--- config.mk ---
export PLATFORM = sky130hd
export DESIGN_NAME = keypad_debounce_event_engine
export DESIGN_NICKNAME = d
export VERILOG_FILES = /design/src/sv/kdee_pkg.sv /design/src/sv/kdee_ctrl.sv /design/src/sv/kdee_dp.sv /design/src/sv/keypad_debounce_event_engine.sv
export SDC_FILE = /design/constraint.sdc
export NUM_CORES = 2
export LEC_CHECK = 0
export BUFFER_PORTS_ARGS = -buffer_cell sky130_fd_sc_hd__buf_2
export CORE_ASPECT_RATIO = 1.75
export CORE_UTILIZATION = 55
export CTS_CLUSTER_DIAMETER = 100
export DETAILED_ROUTE_END_ITERATION = 12
export PLACE_DENSITY = 0.72
export SLEW_MARGIN = 5
export SYNTH_ARGS = -nofsm -noshare
export SYNTH_HDL_FRONTEND = slang
export SYNTH_SLANG_ARGS = --single-unit
export TNS_END_PERCENT = 5
--- constraint.sdc ---
create_clock -name i_clk -period 32 [get_ports i_clk]
set_input_delay 3.2 -clock i_clk [delete_from_list [all_inputs] [get_ports i_clk]]
set_output_delay 3.2 -clock i_clk [all_outputs]
set_load 0.05 [all_outputs]
--- src/sv/kdee_pkg.sv ---
// ----------------------------------------------------------------------------
// kdee_pkg
// Shared types and constants for the keypad debounce and event engine.
// ----------------------------------------------------------------------------
package kdee_pkg;

    localparam int unsigned NUM_KEYS = 16;
    localparam int unsigned KEY_W    = 4;

    typedef enum logic [1:0] {
        OP_TICK  = 2'd0,
        OP_ACK   = 2'd1,
        OP_FORCE = 2'd2,
        OP_FLUSH = 2'd3
    } t_opcode;

    typedef enum logic [2:0] {
        CFG_MODE   = 3'd0,
        CFG_GROUP  = 3'd1,
        CFG_LEVEL  = 3'd2,
        CFG_DEB    = 3'd3,
        CFG_BREAK  = 3'd4,
        CFG_PERIOD = 3'd5,
        CFG_LONG   = 3'd6,
        CFG_LONG2  = 3'd7
    } t_cfg_idx;

    localparam logic [1:0] DB_IDLE = 2'd0;
    localparam logic [1:0] DB_VPRS = 2'd1;
    localparam logic [1:0] DB_HELD = 2'd2;
    localparam logic [1:0] DB_VREL = 2'd3;

    localparam logic [3:0] ST_START    = 4'd0;
    localparam logic [3:0] ST_REL      = 4'd1;
    localparam logic [3:0] ST_REL2     = 4'd2;
    localparam logic [3:0] ST_WAITREAD = 4'd3;
    localparam logic [3:0] ST_LONG     = 4'd4;
    localparam logic [3:0] ST_LONG2    = 4'd5;
    localparam logic [3:0] ST_ONREL    = 4'd6;
    localparam logic [3:0] ST_WHILE    = 4'd7;
    localparam logic [3:0] ST_REP      = 4'd8;
    localparam logic [3:0] ST_REP1     = 4'd9;
    localparam logic [3:0] ST_REP2     = 4'd10;
    localparam logic [3:0] ST_END      = 4'd11;

    localparam logic [2:0] MODE_PRESS   = 3'd1;
    localparam logic [2:0] MODE_RELEASE = 3'd2;
    localparam logic [2:0] MODE_WHILE   = 3'd3;
    localparam logic [2:0] MODE_LONG    = 3'd4;
    localparam logic [2:0] MODE_LONG2   = 3'd5;

    typedef struct packed {
        logic             start;   // load a beat
        logic             step;    // process key at r_key
        logic             clear;   // return the op to acknowledge
        logic [KEY_W-1:0] key;
    } t_cmd;

    typedef struct packed {
        logic is_tick;
        logic last_key;
    } t_status;

    function automatic logic [15:0] sat_inc(input logic [15:0] v);
        sat_inc = (v == 16'hFFFF) ? v : v + 16'd1;
    endfunction

endpackage

--- src/sv/kdee_ctrl.sv ---
// ----------------------------------------------------------------------------
// kdee_ctrl
// Sequencer: accepts a beat, walks the keys on a tick, presents the result.
// ----------------------------------------------------------------------------
module kdee_ctrl (
    input  logic               i_clk,
    input  logic               i_rst_n,
    input  logic               i_valid,
    output logic               o_stall,
    output logic               o_valid,
    input  logic               i_stall,
    input  kdee_pkg::t_status  i_status,
    output kdee_pkg::t_cmd     o_cmd
);

    typedef enum logic [3:0] {
        S_IDLE = 4'b0001,
        S_WALK = 4'b0010,
        S_DONE = 4'b0100,
        S_OUT  = 4'b1000
    } t_state;

    t_state                       r_state, n_state;
    logic [kdee_pkg::KEY_W-1:0]   r_key, n_key;

    always_ff @(posedge i_clk) begin
        if (!i_rst_n) begin
            r_state <= S_IDLE;
            r_key   <= '0;
        end else begin
            r_state <= n_state;
            r_key   <= n_key;
        end
    end

    always_comb begin
        n_state     = r_state;
        n_key       = r_key;
        o_cmd.start = 1'b0;
        o_cmd.step  = 1'b0;
        o_cmd.clear = 1'b0;
        o_cmd.key   = r_key;
        unique case (r_state)
            S_IDLE: begin
                if (i_valid) begin
                    o_cmd.start = 1'b1;
                    n_key       = '0;
                    n_state     = S_WALK;
                end
            end
            S_WALK: begin
                if (!i_status.is_tick) begin
                    n_state = S_DONE;
                end else begin
                    o_cmd.step = 1'b1;
                    n_key      = r_key + 1'b1;
                    if (i_status.last_key) n_state = S_DONE;
                end
            end
            S_DONE: begin
                o_cmd.clear = 1'b1;
                n_state     = S_OUT;
            end
            S_OUT: begin
                if (!i_stall) n_state = S_IDLE;
            end
            default: n_state = S_IDLE;
        endcase
    end

    assign o_stall = (r_state != S_IDLE);
    assign o_valid = (r_state == S_OUT);

endmodule

--- src/sv/kdee_dp.sv ---
// ----------------------------------------------------------------------------
// kdee_dp
// Per-key state, configuration and the shared debounce/event step unit.
// ----------------------------------------------------------------------------
module kdee_dp (
    input  logic               i_clk,
    input  logic               i_rst_n,
    input  logic               i_cfg_we,
    input  logic [2:0]         i_cfg_idx,
    input  logic [63:0]        i_cfg_data,
    input  logic [1:0]         i_opcode,
    input  logic [15:0]        i_pin_levels,
    input  logic [3:0]         i_key_index,
    input  kdee_pkg::t_cmd     i_cmd,
    output kdee_pkg::t_status  o_status,
    output logic [15:0]        o_ready_mask,
    output logic [15:0]        o_after_threshold_mask,
    output logic [15:0]        o_pressed_mask,
    output logic [15:0]        o_busy_mask,
    output logic               o_all_released,
    output logic               o_all_finished
);

    localparam int unsigned NK = kdee_pkg::NUM_KEYS;

    logic [63:0] r_mode_map, r_group_map;
    logic        r_level;
    logic [7:0]  r_deb;
    logic [15:0] r_brk, r_per, r_lp, r_lp2;

    logic [1:0]  r_phase [NK];
    logic [7:0]  r_dcnt  [NK];
    logic [3:0]  r_stage [NK];
    logic [15:0] r_timer [NK];
    logic [NK-1:0] r_prs, r_rdy, r_aft, r_own, r_bsy;
    logic [15:0] r_lock;
    logic [1:0]  r_op;
    logic [15:0] r_pins;

    always_ff @(posedge i_clk) begin
        if (!i_rst_n) begin
            r_mode_map  <= 64'h1111_1111_1111_1111;
            r_group_map <= '0;
            r_level     <= 1'b0;
            r_deb       <= 8'd20;
            r_brk       <= 16'd100;
            r_per       <= 16'd20;
            r_lp        <= 16'd200;
            r_lp2       <= 16'd600;
        end else if (i_cfg_we) begin
            unique case (kdee_pkg::t_cfg_idx'(i_cfg_idx))
                kdee_pkg::CFG_MODE:   r_mode_map  <= i_cfg_data;
                kdee_pkg::CFG_GROUP:  r_group_map <= i_cfg_data;
                kdee_pkg::CFG_LEVEL:  r_level     <= i_cfg_data[0];
                kdee_pkg::CFG_DEB:    r_deb       <= i_cfg_data[7:0];
                kdee_pkg::CFG_BREAK:  r_brk       <= i_cfg_data[15:0];
                kdee_pkg::CFG_PERIOD: r_per       <= i_cfg_data[15:0];
                kdee_pkg::CFG_LONG:   r_lp        <= i_cfg_data[15:0];
                kdee_pkg::CFG_LONG2:  r_lp2       <= i_cfg_data[15:0];
                default: ;
            endcase
        end
    end

    // step unit: one key per cycle
    logic [3:0]  k;
    logic [2:0]  mode;
    logic        rep;
    logic [3:0]  grp;
    logic [1:0]  ph, n_ph;
    logic [7:0]  dc, n_dc;
    logic        at_press, prs;
    logic [3:0]  st;
    logic [15:0] t;
    logic        rdy, aft, own, bsy, n_lock_set, n_lock_clr;

    always_comb begin
        k        = i_cmd.key;
        mode     = r_mode_map[4*k +: 3];
        rep      = r_mode_map[4*k + 3];
        grp      = r_group_map[4*k +: 4];
        at_press = (r_pins[k] == r_level);
        ph       = r_phase[k];
        dc       = r_dcnt[k];
        prs      = r_prs[k];
        n_ph     = ph;
        n_dc     = dc;
        if (ph == kdee_pkg::DB_IDLE) begin
            if (at_press) n_ph = kdee_pkg::DB_VPRS;
        end else if (ph == kdee_pkg::DB_HELD) begin
            if (!at_press) n_ph = kdee_pkg::DB_VREL;
        end else begin
            n_dc = dc + 8'd1;
            if (n_dc == r_deb) begin
                n_dc = '0;
                if (ph == kdee_pkg::DB_VPRS) begin
                    if (at_press) begin
                        prs = 1'b1;
                        n_ph = kdee_pkg::DB_HELD;
                    end else n_ph = kdee_pkg::DB_IDLE;
                end else begin
                    if (!at_press) begin
                        prs = 1'b0;
                        n_ph = kdee_pkg::DB_IDLE;
                    end else n_ph = kdee_pkg::DB_HELD;
                end
            end
        end

        st  = r_stage[k];
        t   = r_timer[k];
        rdy = r_rdy[k];
        aft = r_aft[k];
        own = r_own[k];
        bsy = r_bsy[k];
        n_lock_set = 1'b0;
        n_lock_clr = 1'b0;

        if (st == kdee_pkg::ST_START) begin
            if (!(grp != 4'd0 && r_lock[grp] && !own) && prs
                && mode >= kdee_pkg::MODE_PRESS && mode <= kdee_pkg::MODE_LONG2) begin
                priority case (mode)
                    kdee_pkg::MODE_PRESS: begin
                        rdy = 1'b1;
                        st  = rep ? kdee_pkg::ST_REP : kdee_pkg::ST_REL;
                    end
                    kdee_pkg::MODE_RELEASE: st = kdee_pkg::ST_ONREL;
                    kdee_pkg::MODE_WHILE:   st = kdee_pkg::ST_WHILE;
                    kdee_pkg::MODE_LONG:    st = kdee_pkg::ST_LONG;
                    default:                st = kdee_pkg::ST_LONG2;
                endcase
                bsy = 1'b1;
                if (grp != 4'd0) begin
                    n_lock_set = 1'b1;
                    own = 1'b1;
                end
            end
        end
        if (st >= kdee_pkg::ST_REP && st <= kdee_pkg::ST_REP2 && !prs) begin
            t  = '0;
            st = kdee_pkg::ST_WAITREAD;
        end
        if (st == kdee_pkg::ST_REP) begin
            t = kdee_pkg::sat_inc(t);
            if (t >= r_brk) begin
                t  = '0;
                st = kdee_pkg::ST_REP1;
            end
        end
        if (st == kdee_pkg::ST_REP1 && !rdy) begin
            rdy = 1'b1;
            st  = kdee_pkg::ST_REP2;
        end
        if (st == kdee_pkg::ST_REP2) begin
            t = kdee_pkg::sat_inc(t);
            if (t >= r_per) begin
                t  = '0;
                st = kdee_pkg::ST_REP1;
            end
        end
        if (st == kdee_pkg::ST_ONREL && !prs) begin
            rdy = 1'b1;
            st  = kdee_pkg::ST_WAITREAD;
        end
        if (st == kdee_pkg::ST_WHILE) begin
            rdy = 1'b1;
            st  = kdee_pkg::ST_REL2;
        end
        if (st == kdee_pkg::ST_LONG || st == kdee_pkg::ST_LONG2) begin
            t = kdee_pkg::sat_inc(t);
            if (!prs && t <= r_lp) begin
                t   = '0;
                rdy = 1'b1;
                aft = 1'b0;
                st  = kdee_pkg::ST_WAITREAD;
            end
            if (st == kdee_pkg::ST_LONG && t > r_lp) begin
                t   = '0;
                rdy = 1'b1;
                aft = 1'b1;
                st  = rep ? kdee_pkg::ST_REP2 : kdee_pkg::ST_REL;
            end
            if (st == kdee_pkg::ST_LONG2 && t >= r_lp2) begin
                t   = '0;
                rdy = 1'b1;
                aft = 1'b1;
                st  = kdee_pkg::ST_REL2;
            end
        end
        if (st == kdee_pkg::ST_REL && !prs) st = kdee_pkg::ST_WAITREAD;
        if (st == kdee_pkg::ST_REL2 && !prs) begin
            rdy = 1'b0;
            st  = kdee_pkg::ST_END;
        end
        if (st == kdee_pkg::ST_WAITREAD && !rdy) st = kdee_pkg::ST_END;
        if (st == kdee_pkg::ST_END) begin
            if (grp != 4'd0) begin
                n_lock_clr = 1'b1;
                own = 1'b0;
            end
            st  = kdee_pkg::ST_START;
            bsy = 1'b0;
        end
    end

    always_ff @(posedge i_clk) begin
        if (!i_rst_n) begin
            r_prs  <= '0;
            r_rdy  <= '0;
            r_aft  <= '0;
            r_own  <= '0;
            r_bsy  <= '0;
            r_lock <= '0;
            for (int i = 0; i < NK; i++) begin
                r_phase[i] <= kdee_pkg::DB_IDLE;
                r_dcnt[i]  <= '0;
                r_stage[i] <= kdee_pkg::ST_START;
                r_timer[i] <= '0;
            end
        end else if (i_cmd.start) begin
            r_op   <= i_opcode;
            r_pins <= i_pin_levels;
            unique case (kdee_pkg::t_opcode'(i_opcode))
                kdee_pkg::OP_ACK:   r_rdy[i_key_index] <= 1'b0;
                kdee_pkg::OP_FORCE: r_rdy[i_key_index] <= 1'b1;
                kdee_pkg::OP_FLUSH: r_rdy <= '0;
                default: ;
            endcase
        end else if (i_cmd.step) begin
            r_phase[k] <= n_ph;
            r_dcnt[k]  <= n_dc;
            r_stage[k] <= st;
            r_timer[k] <= t;
            r_prs[k]   <= prs;
            r_rdy[k]   <= rdy;
            r_aft[k]   <= aft;
            r_own[k]   <= own;
            r_bsy[k]   <= bsy;
            // unlock wins when a key both takes and frees its group
            if (n_lock_set || n_lock_clr) r_lock[grp] <= !n_lock_clr;
        end else if (i_cmd.clear) begin
            r_op <= kdee_pkg::OP_ACK;
        end
    end

    assign o_status.is_tick  = (r_op == kdee_pkg::OP_TICK);
    assign o_status.last_key = (k == 4'(NK - 1));

    assign o_ready_mask           = r_rdy;
    assign o_after_threshold_mask = r_aft;
    assign o_pressed_mask         = r_prs;
    assign o_busy_mask            = r_bsy;
    assign o_all_released         = (r_prs == '0);
    assign o_all_finished         = (r_bsy == '0);

endmodule

--- src/sv/keypad_debounce_event_engine.sv ---
// ----------------------------------------------------------------------------
// keypad_debounce_event_engine
// Debounces up to 16 keys and runs per-key press/release/long-press events.
// ----------------------------------------------------------------------------
// channel | valid   | stall   | payload
// in      | i_valid | o_stall | i_opcode, i_pin_levels, i_key_index
// out     | o_valid | i_stall | o_ready_mask .. o_all_finished
//
// A scan tick steps the keys one per cycle through one shared debounce/event
// unit, in index order for group priority. Acknowledge, force and flush skip
// the key walk. One beat is in flight at a time; the result register holds
// while the output is stalled. Reset is synchronous and restores all registers
// but the latched opcode and pin levels to their reset values.
// ----------------------------------------------------------------------------
module keypad_debounce_event_engine (
    input  logic        i_clk,
    input  logic        i_rst_n,
    input  logic        i_cfg_we,
    input  logic [2:0]  i_cfg_idx,
    input  logic [63:0] i_cfg_data,
    input  logic        i_valid,
    output logic        o_stall,
    input  logic [1:0]  i_opcode,
    input  logic [15:0] i_pin_levels,
    input  logic [3:0]  i_key_index,
    output logic        o_valid,
    input  logic        i_stall,
    output logic [15:0] o_ready_mask,
    output logic [15:0] o_after_threshold_mask,
    output logic [15:0] o_pressed_mask,
    output logic [15:0] o_busy_mask,
    output logic        o_all_released,
    output logic        o_all_finished
);

    kdee_pkg::t_cmd    cmd;
    kdee_pkg::t_status status;

    kdee_ctrl u_ctrl (
        .i_clk    (i_clk),
        .i_rst_n  (i_rst_n),
        .i_valid  (i_valid),
        .o_stall  (o_stall),
        .o_valid  (o_valid),
        .i_stall  (i_stall),
        .i_status (status),
        .o_cmd    (cmd)
    );

    kdee_dp u_dp (
        .i_clk                  (i_clk),
        .i_rst_n                (i_rst_n),
        .i_cfg_we               (i_cfg_we),
        .i_cfg_idx              (i_cfg_idx),
        .i_cfg_data             (i_cfg_data),
        .i_opcode               (i_opcode),
        .i_pin_levels           (i_pin_levels),
        .i_key_index            (i_key_index),
        .i_cmd                  (cmd),
        .o_status               (status),
        .o_ready_mask           (o_ready_mask),
        .o_after_threshold_mask (o_after_threshold_mask),
        .o_pressed_mask         (o_pressed_mask),
        .o_busy_mask            (o_busy_mask),
        .o_all_released         (o_all_released),
        .o_all_finished         (o_all_finished)
    );

endmodule

==> impl_metrics.ini <==
[floorplan]
io_pins = 162
num_rows = 130
die_h_um = 359.9
core_area_um2 = 72060
dieArea_um2 = 74310
dieWidth_um = 206.5
start_util = 0.5586

[placed_design]
io_buffers = 161
gp_congestion = 0.9556
dpl.hpwl_um = 81270

[cts]
clk_pin_slew_ns = 0.07
ctsHoldBuffers = 0
cts_sinks = 806
root_buffer = clkbuf_16
post_cts_buffers = 0
htreeDepth = 3
cts_max_path_buffers = 3
cts_made_buffers = 72
cts_resized = 0
clock_latency_ns = 0.65
cts_tree = built

[sta]
slew_violations = 0
maxSlewHeadroom = 0.1078
skew_ns = 0.02923
fin_setup_tns_ns = 0
min_period_over_period = 0.8689
fmax_ghz = 0.03597
setup_viol = 0
rsz0062_at_grt = no
hold_viol = 0
tightest_slew_ns = 1.328
min_period_ns = 27.80

[layout]
drive_above_1_share = 0.1672
final_common_cell = nor2_1
mostFrequentLayoutCells = nor2_1 (649), nand2_1 (520), edfxtp_1 (498)
nNetsFinal = 4037
post-route-util = 0.6132
area_growth_pct = 9.782
fill_cells = 5861

[synthesis]
yosys.area.top_type = edfxtp_1
synth_edf_count = 498
dominantRegCellSynth = edfxtp_1
ys_seq_area_frac = 0.5247
syn_nets = 3986
synthesis.yosys.warnings = 0
avgSynthCellArea_um2 = 10.58
syn_inst = 3804
ys_top_cells_by_area = edfxtp_1 (37%), dfxtp_1 (15%), mux4_2 (11%)
synth-async-reset-ratio = 0
ys_types = 97
netlist_area_um2 = 40250
synth_top_area_frac = 0.3715
ys_ff_latch = 806

[worst_setup_path]
regToRegEndpoint = u_dp.r_lock[5]$_SDFFE_PN0P_
endpoint_kind = flip-flop
slowest_stage = a2111oi_0
arrival_ns = 28.31
slowest_delay_ns = 0.99
r2r_cells = 111
crit_type = flip-flop to flip-flop
worst-r2r-setup-slack_ns = 4.20
worstPathMaxFanout = 45
crit_required_ns = 32.51
crit_top_cell = a21o_1
critPathLaunchType = flip-flop

[worst_hold_path]
min_path_cells = 2
hp-start = u_dp.r_group_map[58]$_SDFFE_PN0P_
hold_end = u_dp.r_group_map[58]$_SDFFE_PN0P_
hold_class = flip-flop to flip-flop

[status]
status = complete, but fails checks
violations = DRC

[power_and_ir_drop]
ir_worst_vdd_mv = 0.04549
p_per_area_nw_per_um2 = 52.34
p_leak_nw = 15.53

[grt]
grt_pass1_vias = 30624
grt_antenna_before_repair = 3
track_usage = 0.3412
overflow = 0
grt_pass1_wl_um = 186900
grt_start_max_net_pins = 121

[detailed_routing]
vias_per_cell = 6.461
drtPass1Iterations = 10
ant_nets = 0
wl_per_cell_um = 25.96
drt_iter0_drc = 2926
drc = 2
vias = 31252
routed_wl_um = 125600

[job]
cap_violations = 0
## logic make-up after synthesis
family | Yosys count | synth area share
flip-flops | 806 | 0.5247
AND/OR/NAND/NOR | 1582 | 0.1687
AO/OA/AOI/OAI | 666 | 0.1071
XOR/XNOR | 37 | 0.008051
adder cells (fa/ha/maj) | 88 | 0.02735
multiplexers | 260 | 0.1265
buffers and inverters | 365 | 0.03761
## layout make-up
type / instances / area (µm²) / share of cell area
Tap cell: 924 / 1156 / 0.02616
Clock buffer: 90 / 2001 / 0.04528
Sequential cell: 806 / 21140 / 0.4784
Clock inverter: 41 / 396.6 / 0.008976
Antenna cell: 1 / 2.502 / 0.00005663
Multi-Input combinational cell: 2633 / 17740 / 0.4014
Inverter: 111 / 421.7 / 0.009542
Timing Repair Buffer: 231 / 1334 / 0.03018
## layer usage
layer,GRT usage,vias up,routed length [µm]
li1,-,13886,-
met1,0.3956,15215,42650
met2,0.5768,1704,63200
met3,0.06084,445,11190
met4,0.2150,2,8533
met5,0,-,10
## power by group
part           internal [mW]  switching (mW)  leakage, nW
logic                 0.0831           0.185         6.72
clock network          0.490           0.402         1.19
registers               1.14          0.0182         7.62
total                   1.71           0.605         15.5
## stage by stage
step	cell area [µm²]	hold WS [ns]	worst slack [ns]	cells	power (mW)
floorplan	40250	0.4199	9.329	3804	1.350
global placement	41790	0.4316	5.330	4705	1.435
detailed placement	41790	0.4436	4.816	4705	1.439
CTS	44180	0.4526	4.700	4836	2.311
global route	44190	0.4711	1.633	4836	2.374
finish	44190	0.4501	4.196	4837	2.313
## cells in the mapped netlist, types with 8 or more instances
| cell | n |
|---|---|
| dfxtp_1 | 308 |
| xnor2_1 | 25 |
| a21oi_1 | 253 |
| inv_1 | 108 |
| nor2b_1 | 22 |
| xor2_1 | 12 |
| a211oi_1 | 37 |
| nor4_1 | 18 |
| a21o_1 | 34 |
| buf_6 | 8 |
| a41oi_1 | 9 |
| o211ai_1 | 23 |
| ha_1 | 88 |
| nand3_1 | 101 |
| a31oi_1 | 15 |
| buf_2 | 27 |
| clkbuf_1 | 200 |
| mux2i_1 | 43 |
| nor2_1 | 650 |
| buf_4 | 10 |
| nor3_1 | 69 |
| o311a_1 | 14 |
| nand2b_1 | 27 |
| nand4_1 | 31 |
| nand2_1 | 548 |
| mux2_2 | 20 |
| edfxtp_1 | 498 |
| mux4_2 | 197 |
| o21a_1 | 25 |
| o221ai_1 | 15 |
| nor2_2 | 11 |
| o21ai_0 | 119 |
| a22oi_1 | 12 |
| and3_1 | 18 |
| or3_1 | 18 |
| and2_1 | 21 |
## worst max-delay path by stage
| stage | startpoint | end | cells after the start |
|---|---|---|---|
| 3_5_place_dp | flip-flop | u_dp.r_lock[5]$_SDFFE_PN0P_ | 111 |
| 6_report | flip-flop | u_dp.r_lock[5]$_SDFFE_PN0P_ | 111 |
| 5_1_grt | flip-flop | u_dp.r_lock[9]$_SDFFE_PN0P_ | 112 |
| 2_1_floorplan | flip-flop | u_dp.r_own[10]$_SDFFE_PN0P_ | 120 |
| 3_3_place_gp | flip-flop | u_dp.r_lock[5]$_SDFFE_PN0P_ | 111 |
| 4_1_cts | flip-flop | u_dp.r_lock[5]$_SDFFE_PN0P_ | 111 |
## critical path: cells and delay by family, from the launching register on
| family | cells | cell delay [ns] |
|---|---|---|
| flops | 1 | 0.86 |
| buf+inv | 3 | 1.14 |
| mux | 4 | 1.50 |
| simple gates | 39 | 10.40 |
| xor+xnor | 2 | 0.32 |
| compound gates | 55 | 11.03 |
| fa+ha+maj | 8 | 2.36 |
## state kept, by name, summed over array words and instances (netlist names), 32 cells and up, named ones only
register and flops:
u_dp.r_mode_map 64, u_dp.r_timer 256, u_dp.r_stage 64, u_dp.r_group_map 64, u_dp.r_phase 32, u_dp.r_dcnt 128
Note: power is estimated with default switching activity, not from simulation.
